$ cat config.mk
export PLATFORM = sky130hd
export DESIGN_NAME = bph_ctrl
export DESIGN_NICKNAME = d
export VERILOG_FILES = /design/src/sv/bph_pkg.sv /design/src/sv/bph_ctrl.sv
export SDC_FILE = /design/constraint.sdc
export NUM_CORES = 1
export LEC_CHECK = 0
export BUFFER_PORTS_ARGS = -buffer_cell sky130_fd_sc_hd__clkbuf_2
export CAP_MARGIN = 40
export CORE_ASPECT_RATIO = 0.7
export CORE_MARGIN = 8
export CORE_UTILIZATION = 57
export CTS_BUF_LIST = sky130_fd_sc_hd__clkbuf_8
export DETAILED_ROUTE_END_ITERATION = 10
export PLACE_DENSITY = 0.84
export SETUP_SLACK_MARGIN = 0.02
export SLEW_MARGIN = 40
export SYNTH_ARGS = -nofsm -noshare
export SYNTH_HDL_FRONTEND = slang
export SYNTH_SLANG_ARGS = --single-unit
$ cat constraint.sdc
create_clock -name clk -period 4.45 [get_ports clk]
set_input_delay 0.89 -clock clk [delete_from_list [all_inputs] [get_ports clk]]
set_output_delay 0.89 -clock clk [all_outputs]
set_load 0.02 [all_outputs]
$ cat src/sv/bph_pkg.sv
// ----------------------------------------------------------------------------
// bph_pkg
// Shared types, constants and helper functions of the bit pattern histogram.
// ----------------------------------------------------------------------------
`timescale 1ns / 1ps
`default_nettype none

package bph_pkg;

	// Longest pattern that is counted and width of one saturating counter.
	localparam int MAX_PATTERN_LEN = 12;
	localparam int COUNT_WIDTH     = 24;

	// Field widths that the interface fixes.
	localparam int LEN_W = 4;
	localparam int CFG_W = 4;

	// The counter store holds one counter per length and pattern: 2 << MAX_PATTERN_LEN.
	localparam int ADDR_W     = MAX_PATTERN_LEN + 1;
	localparam int STORE_SIZE = 2 << MAX_PATTERN_LEN;

	localparam logic [COUNT_WIDTH-1:0] COUNT_MAX = {COUNT_WIDTH{1'b1}};
	localparam logic [LEN_W-1:0]       LEN_MAX   = LEN_W'(MAX_PATTERN_LEN);

	// Configuration register indexes.
	localparam logic CFG_MIN_LEN = 1'b0;
	localparam logic CFG_MAX_LEN = 1'b1;

	// Request codes.
	localparam logic REQ_BIT  = 1'b0;
	localparam logic REQ_READ = 1'b1;

	typedef struct packed {
		logic                       req_type;
		logic                       bit_value;
		logic [LEN_W-1:0]           query_length;
		logic [MAX_PATTERN_LEN-1:0] query_pattern;
	} bph_in_t;

	typedef struct packed {
		logic [COUNT_WIDTH-1:0] pattern_count;
		logic                   query_ok;
	} bph_out_t;

	// One cycle's access to the counter store.
	typedef struct packed {
		logic                   we;
		logic [ADDR_W-1:0]      waddr;
		logic [COUNT_WIDTH-1:0] wdata;
		logic                   re;
		logic [ADDR_W-1:0]      raddr;
	} bph_ram_req_t;

	// Store index of the low len bits of pat: (1 << len) + pattern.
	function automatic logic [ADDR_W-1:0] pat_addr(input logic [LEN_W-1:0] len,
			input logic [MAX_PATTERN_LEN-1:0] pat);
		logic [ADDR_W-1:0] lead;
		lead = ADDR_W'(1) << len;
		return lead | ({1'b0, pat} & (lead - ADDR_W'(1)));
	endfunction

	// Saturating increment of one counter.
	function automatic logic [COUNT_WIDTH-1:0] sat_inc(input logic [COUNT_WIDTH-1:0] cnt);
		return (cnt == COUNT_MAX) ? cnt : cnt + COUNT_WIDTH'(1);
	endfunction

endpackage

`default_nettype wire

$ cat src/sv/bph_ctrl.sv
// ----------------------------------------------------------------------------
// bph_ctrl
// Sequencer of the bit pattern histogram: clears the counter store after
// reset, walks the counted lengths of each stream bit as read-modify-write
// steps and serves count reads.
// ----------------------------------------------------------------------------
`timescale 1ns / 1ps
`default_nettype none

module bph_ctrl import bph_pkg::*; (
	input  wire logic                   clk,
	input  wire logic                   arst_n,
	input  wire logic                   start,
	output logic                        busy,
	input  wire bph_in_t                req,
	output logic                        done,
	output bph_out_t                    result,
	input  wire logic                   cfg_we,
	input  wire logic                   cfg_index,
	input  wire logic [CFG_W-1:0]       cfg_data,
	output bph_ram_req_t                ram_req,
	input  wire logic [COUNT_WIDTH-1:0] ram_rdata
);

	typedef enum logic [1:0] {
		ST_CLEAR,
		ST_IDLE,
		ST_UPDATE,
		ST_QUERY
	} state_t;

	state_t                     state_q;
	logic [CFG_W-1:0]           min_q;
	logic [CFG_W-1:0]           max_q;
	logic [MAX_PATTERN_LEN-1:0] hist_q;
	logic [LEN_W-1:0]           seen_q;
	logic [LEN_W-1:0]           len_q;
	logic [LEN_W-1:0]           last_q;
	logic [ADDR_W-1:0]          clr_q;
	logic [ADDR_W-1:0]          addr_s1;
	logic                       ok_s1;

	logic                       accept;
	logic [LEN_W-1:0]           lo;
	logic [LEN_W-1:0]           hi;
	logic [MAX_PATTERN_LEN-1:0] hist_nxt;
	logic [LEN_W-1:0]           seen_nxt;
	logic [LEN_W-1:0]           last_nxt;
	logic [LEN_W-1:0]           len_nxt;
	logic                       any_len;
	logic                       more;
	logic                       query_ok;
	logic [ADDR_W-1:0]          stream_addr;
	logic [ADDR_W-1:0]          query_addr;
	logic [ADDR_W-1:0]          next_addr;

	assign busy   = (state_q != ST_IDLE);
	assign accept = start && !busy;

	// Effective length range and the state a stream bit leaves behind.
	always_comb begin
		lo       = (min_q == '0) ? LEN_W'(1) : min_q;
		hi       = (max_q > LEN_MAX) ? LEN_MAX : max_q;
		hist_nxt = {hist_q[MAX_PATTERN_LEN-2:0], req.bit_value};
		seen_nxt = (seen_q < LEN_MAX) ? seen_q + LEN_W'(1) : seen_q;
		last_nxt = (hi < seen_nxt) ? hi : seen_nxt;
		any_len  = (lo <= last_nxt);
		len_nxt  = len_q + LEN_W'(1);
		more     = (len_q != last_q);
	end

	// Query check and store addresses.
	always_comb begin
		query_ok = (req.query_length >= lo) && (req.query_length <= hi)
			&& (req.query_length != '0) && (req.query_length <= LEN_MAX)
			&& ((req.query_pattern >> req.query_length) == '0);
		stream_addr = pat_addr(lo, hist_nxt);
		query_addr  = pat_addr(req.query_length, req.query_pattern);
		next_addr   = pat_addr(len_nxt, hist_q);
	end

	// Store access of this cycle.
	always_comb begin
		ram_req = '0;
		case (state_q)
			ST_CLEAR: begin
				ram_req.we    = 1'b1;
				ram_req.waddr = clr_q;
			end
			ST_IDLE: begin
				if (accept && req.req_type == REQ_BIT && any_len) begin
					ram_req.re    = 1'b1;
					ram_req.raddr = stream_addr;
				end else if (accept && req.req_type == REQ_READ && query_ok) begin
					ram_req.re    = 1'b1;
					ram_req.raddr = query_addr;
				end
			end
			ST_UPDATE: begin
				// Write back the counter read last cycle, read the next length.
				ram_req.we    = 1'b1;
				ram_req.waddr = addr_s1;
				ram_req.wdata = sat_inc(ram_rdata);
				ram_req.re    = more;
				ram_req.raddr = next_addr;
			end
			default: begin
			end
		endcase
	end

	// Result beat of a count read.
	always_comb begin
		done                 = (state_q == ST_QUERY);
		result.query_ok      = ok_s1;
		result.pattern_count = ok_s1 ? ram_rdata : '0;
	end

	// State and sequencing registers.
	always_ff @(posedge clk or negedge arst_n) begin
		if (!arst_n) begin
			state_q <= ST_CLEAR;
			min_q   <= CFG_W'(1);
			max_q   <= CFG_W'(MAX_PATTERN_LEN);
			hist_q  <= '0;
			seen_q  <= '0;
			len_q   <= '0;
			last_q  <= '0;
			clr_q   <= '0;
			addr_s1 <= '0;
			ok_s1   <= 1'b0;
		end else begin
			if (cfg_we) begin
				case (cfg_index)
					CFG_MIN_LEN: min_q <= cfg_data;
					CFG_MAX_LEN: max_q <= cfg_data;
					default: begin
					end
				endcase
			end
			case (state_q)
				ST_CLEAR: begin
					clr_q <= clr_q + ADDR_W'(1);
					if (clr_q == ADDR_W'(STORE_SIZE - 1)) begin
						state_q <= ST_IDLE;
					end
				end
				ST_IDLE: begin
					if (accept && req.req_type == REQ_BIT) begin
						hist_q  <= hist_nxt;
						seen_q  <= seen_nxt;
						len_q   <= lo;
						last_q  <= last_nxt;
						addr_s1 <= stream_addr;
						if (any_len) begin
							state_q <= ST_UPDATE;
						end
					end else if (accept) begin
						ok_s1   <= query_ok;
						state_q <= ST_QUERY;
					end
				end
				ST_UPDATE: begin
					if (more) begin
						len_q   <= len_nxt;
						addr_s1 <= next_addr;
					end else begin
						state_q <= ST_IDLE;
					end
				end
				ST_QUERY: begin
					state_q <= ST_IDLE;
				end
				default: begin
					state_q <= ST_IDLE;
				end
			endcase
		end
	end

endmodule

`default_nettype wire

==> reports/results.txt <==
cell family with most CP delay: compound AO/OA/AOI/OAI gates
final core occ: 0.713
busiest grt layer: met2
routed vias: 6089
Hold Crit Class: input port to asynchronous set/reset pin
slowest CP cell: dfrtp_1
Post-Synthesis Cells: 695
RSZ-0062 raised after global routing: yes
R2R Path Start: seen_q[3]
Avg Cell Area, Syn: 8.07 um2
setup violators final: 14
startpoint type of the worst setup path: flop
Setup crit end kind: primary output
Post-Layout Cell Count: 950
DRC: 0
relative slew slack: 0.403
clk sink count: 61
core area: 9650 um2
sequential area share after synthesis: 0.273
CTS tree: yes
Die Y-Extent: 99.0 um
initial DRC count: 742
ys async rst share: 1.00
failing checks: negative setup slack
Initial Utilization: 0.582
status: finished, violations left
input/output buffers: 129
yosys warns: 0
later-pin clock latency in the skew report: 0.35 ns
CP arrival: 3.94 ns
# IOs: 130
Placed Cells: 927
share of layout cells above drive strength 1: 0.294
simple-gate portion of the synthesized area: 0.245
cts bufs inserted: 9
drt wl/cell: 21.5 um
die width: 135 um
GRT Total Usage: 0.302
largest family of logic cells by synthesized area: compound AO/OA/AOI/OAI gates
Adder-Cell Fraction of Synth Area: 0.0669
Netlist cell types: 79
complex-gate fraction of the synthesized area: 0.248
Levels on crit path: 15
Clock Pin Slew Worst Setup and Hold Paths: 0.08 ns
R2R setup slack: 0.98 ns
Crit Path Max Fanout: 6
Pleak: 3.08 nW
nets: 898
DRT Pass-1 Iters: 7
# diodes: 0
commonest non-fill, non-tap cells in the layout: clkbuf_2 (115), nand2_1 (83), dfrtp_1 (57)
antenna violations before repair: 0
largest net degree at the start of global routing: 50
Top FF cell, synth: dfrtp_1
Tmin final: 4.83 ns
Synth Area in XOR/XNOR: 0.0620
final hold vios: 0
# Max-Cap Violations: 0
Root Driver: clkbuf_8
CP endpoint: ram_req[8]
worst hold slack: 0.423 ns
VDD IR max: 0.000426 V
post-DR vias/cell: 6.41
clock buffer depth: 2
Critical Path Start: seen_q[3]
Bufs and invs on worst path: 1
DPL Wire Length: 15.9 mm
f_max: 207 MHz
gr ovfl total: 0
post-synthesis mux area share: 0.0455
Die Area: 13300 um2
Synth Cell Area: 5610 um2
Area growth syn-to-layout: 22.5%
gp weighted congestion: 0.959
Power Density: 505 nW/um2
met3 Track Usage GR: 0.0706
Worst Path Class, Setup: flop to primary output
Tcrit/Tclk final: 1.09
post-route ant nets: 0
met1 Use GR: 0.414
synthesized net count: 776
Post-Route WL: 20.4 mm
first-pass GRT wire length: 32.0 mm
H-tree depth: 3
Worst EP required: 3.56 ns
most common cell after layout, fill and taps aside: clkbuf_2
number of global-route vias before repair: 5786
routing usage on met2: 0.468
Synth Register Bits: 61
reg-to-reg endpoint: state_q[0]
Std-Cell Rows: 30
Final WS setup: -0.380 ns
worst-path cell chain: nand2_1 > mux2i_2 > ha_1 > o31a_1 > o21ai_2 > o221ai_2 > mux2_4 > ha_4 > nor2b_4 > o211ai_1 > nand3b_1 > a21o_4 > o221a_2 > o32ai_2 > buf_4
R2R depth: 14
crit-path max cell delay: 0.46 ns
Final Skew: 0.0165 ns
Slew Viols, Final: 0
Post-synth EDFFs: 0
worst slew pin tran: 0.886 ns
repair_timing:
action,in CTS,in global routing
resized for setup,36,35
setup endpoints to repair,14,14
setup buffers,4,3
hold buffers,0,0
pin swaps,10,16
worst min-delay path by stage:
stage / cells after the start / to / slack, ns / start
final: 1 / min_q[1] / 0.42 / arst_n
after global routing: 1 / seen_q[0] / 0.44 / arst_n
after CTS: 1 / min_q[1] / 0.43 / arst_n
after detailed placement: 2 / addr_s1[3] / 0.47 / addr_s1[3]
after global placement: 2 / addr_s1[3] / 0.47 / addr_s1[3]
after floorplan: 2 / hist_q[11] / 0.44 / hist_q[11]
power by group:
part | switching (mW) | leakage, nW | internal, mW
clock network | 0.245 | 0.0866 | 0.199
registers | 0.230 | 0.777 | 0.734
logic | 1.28 | 2.22 | 0.784
Yosys cell counts, drive strengths merged (4+ instances only):
master	instances	area, um2
dfrtp	58	1450
ha	30	375
xor2	18	165
a21o	5	37.5
a21boi	4	30.0
a2111oi	5	95.1
a211o	4	35.0
nor4	6	43.8
nand4	20	138
a32oi	4	42.6
a31oi	13	81.3
and4	5	43.8
mux2	14	165
nand3	24	120
a22oi	8	60.1
mux2i	9	90.1
xnor2	20	183
clkbuf	29	109
a211oi	8	70.1
a21oi	27	135
o31ai	7	52.6
buf	14	96.3
nor3	22	120
or3	8	50.1
inv	32	120
nand2	83	312
o32ai	4	42.6
a22o	15	131
and2	28	175
nor2b	11	71.3
o22ai	9	81.3
and3	4	25.0
nor2	50	190
o21ai	55	275
worst reg2reg max path, delay by kind of cell, from the launching register on:
family	cells	cell delay (ns)
mux	3	0.74
simple gates	4	0.77
compound gates	5	0.88
fa+ha+maj	2	0.48
flops	1	0.46
through the flow:
stage	setup slack, ns	area (um2)	TNS (ns)	power (mW)
after global routing	-0.513	6880	-5.92	3.67
after floorplan	0.174	5610	0	2.13
final	-0.380	6880	-3.99	3.47
after detailed placement	-0.157	6350	-0.329	2.74
after global placement	0.0653	6350	0	2.69
after CTS	-0.254	6710	-2.58	3.28
layout make-up:
class / count / area (um2)
Clock buffer: 9 / 124
Clock inverter: 7 / 42.5
Fill cell: 786 / 2770
Inverter: 34 / 128
Multi-Input combinational cell: 557 / 3960
Sequential cell: 61 / 1530
Tap cell: 128 / 160
Timing Repair Buffer: 154 / 928
flip-flops by register name, summed over array words and instances (netlist names):
signal / count
addr_s1: 13
clr_q: 13
hist_q: 12
last_q: 4
len_q: 4
max_q: 4
min_q: 4
seen_q: 4
state_q: 2
ok_s1: 1
logic make-up (layout without fill, tap and decap cells):
| logic type | Yosys count | count (layout) |
|---|---|---|
| AO/OA/AOI/OAI | 193 | 193 |
| AND/OR/NAND/NOR | 272 | 272 |
| XOR/XNOR | 38 | 38 |
| flip-flops | 61 | 61 |
| multiplexers | 23 | 23 |
| other | 1 | 1 |
| buffers and inverters | 77 | 204 |
| adder cells (fa/ha/maj) | 30 | 30 |
routing by layer:
layer | vias to the layer above | routed length [um]
met4 | 0 | 458
met3 | 49 | 2180
met1 | 2889 | 8720
li1 | 2764 | -
met5 | - | 0
met2 | 387 | 9070
Note: power is estimated with default switching activity, not from simulation.
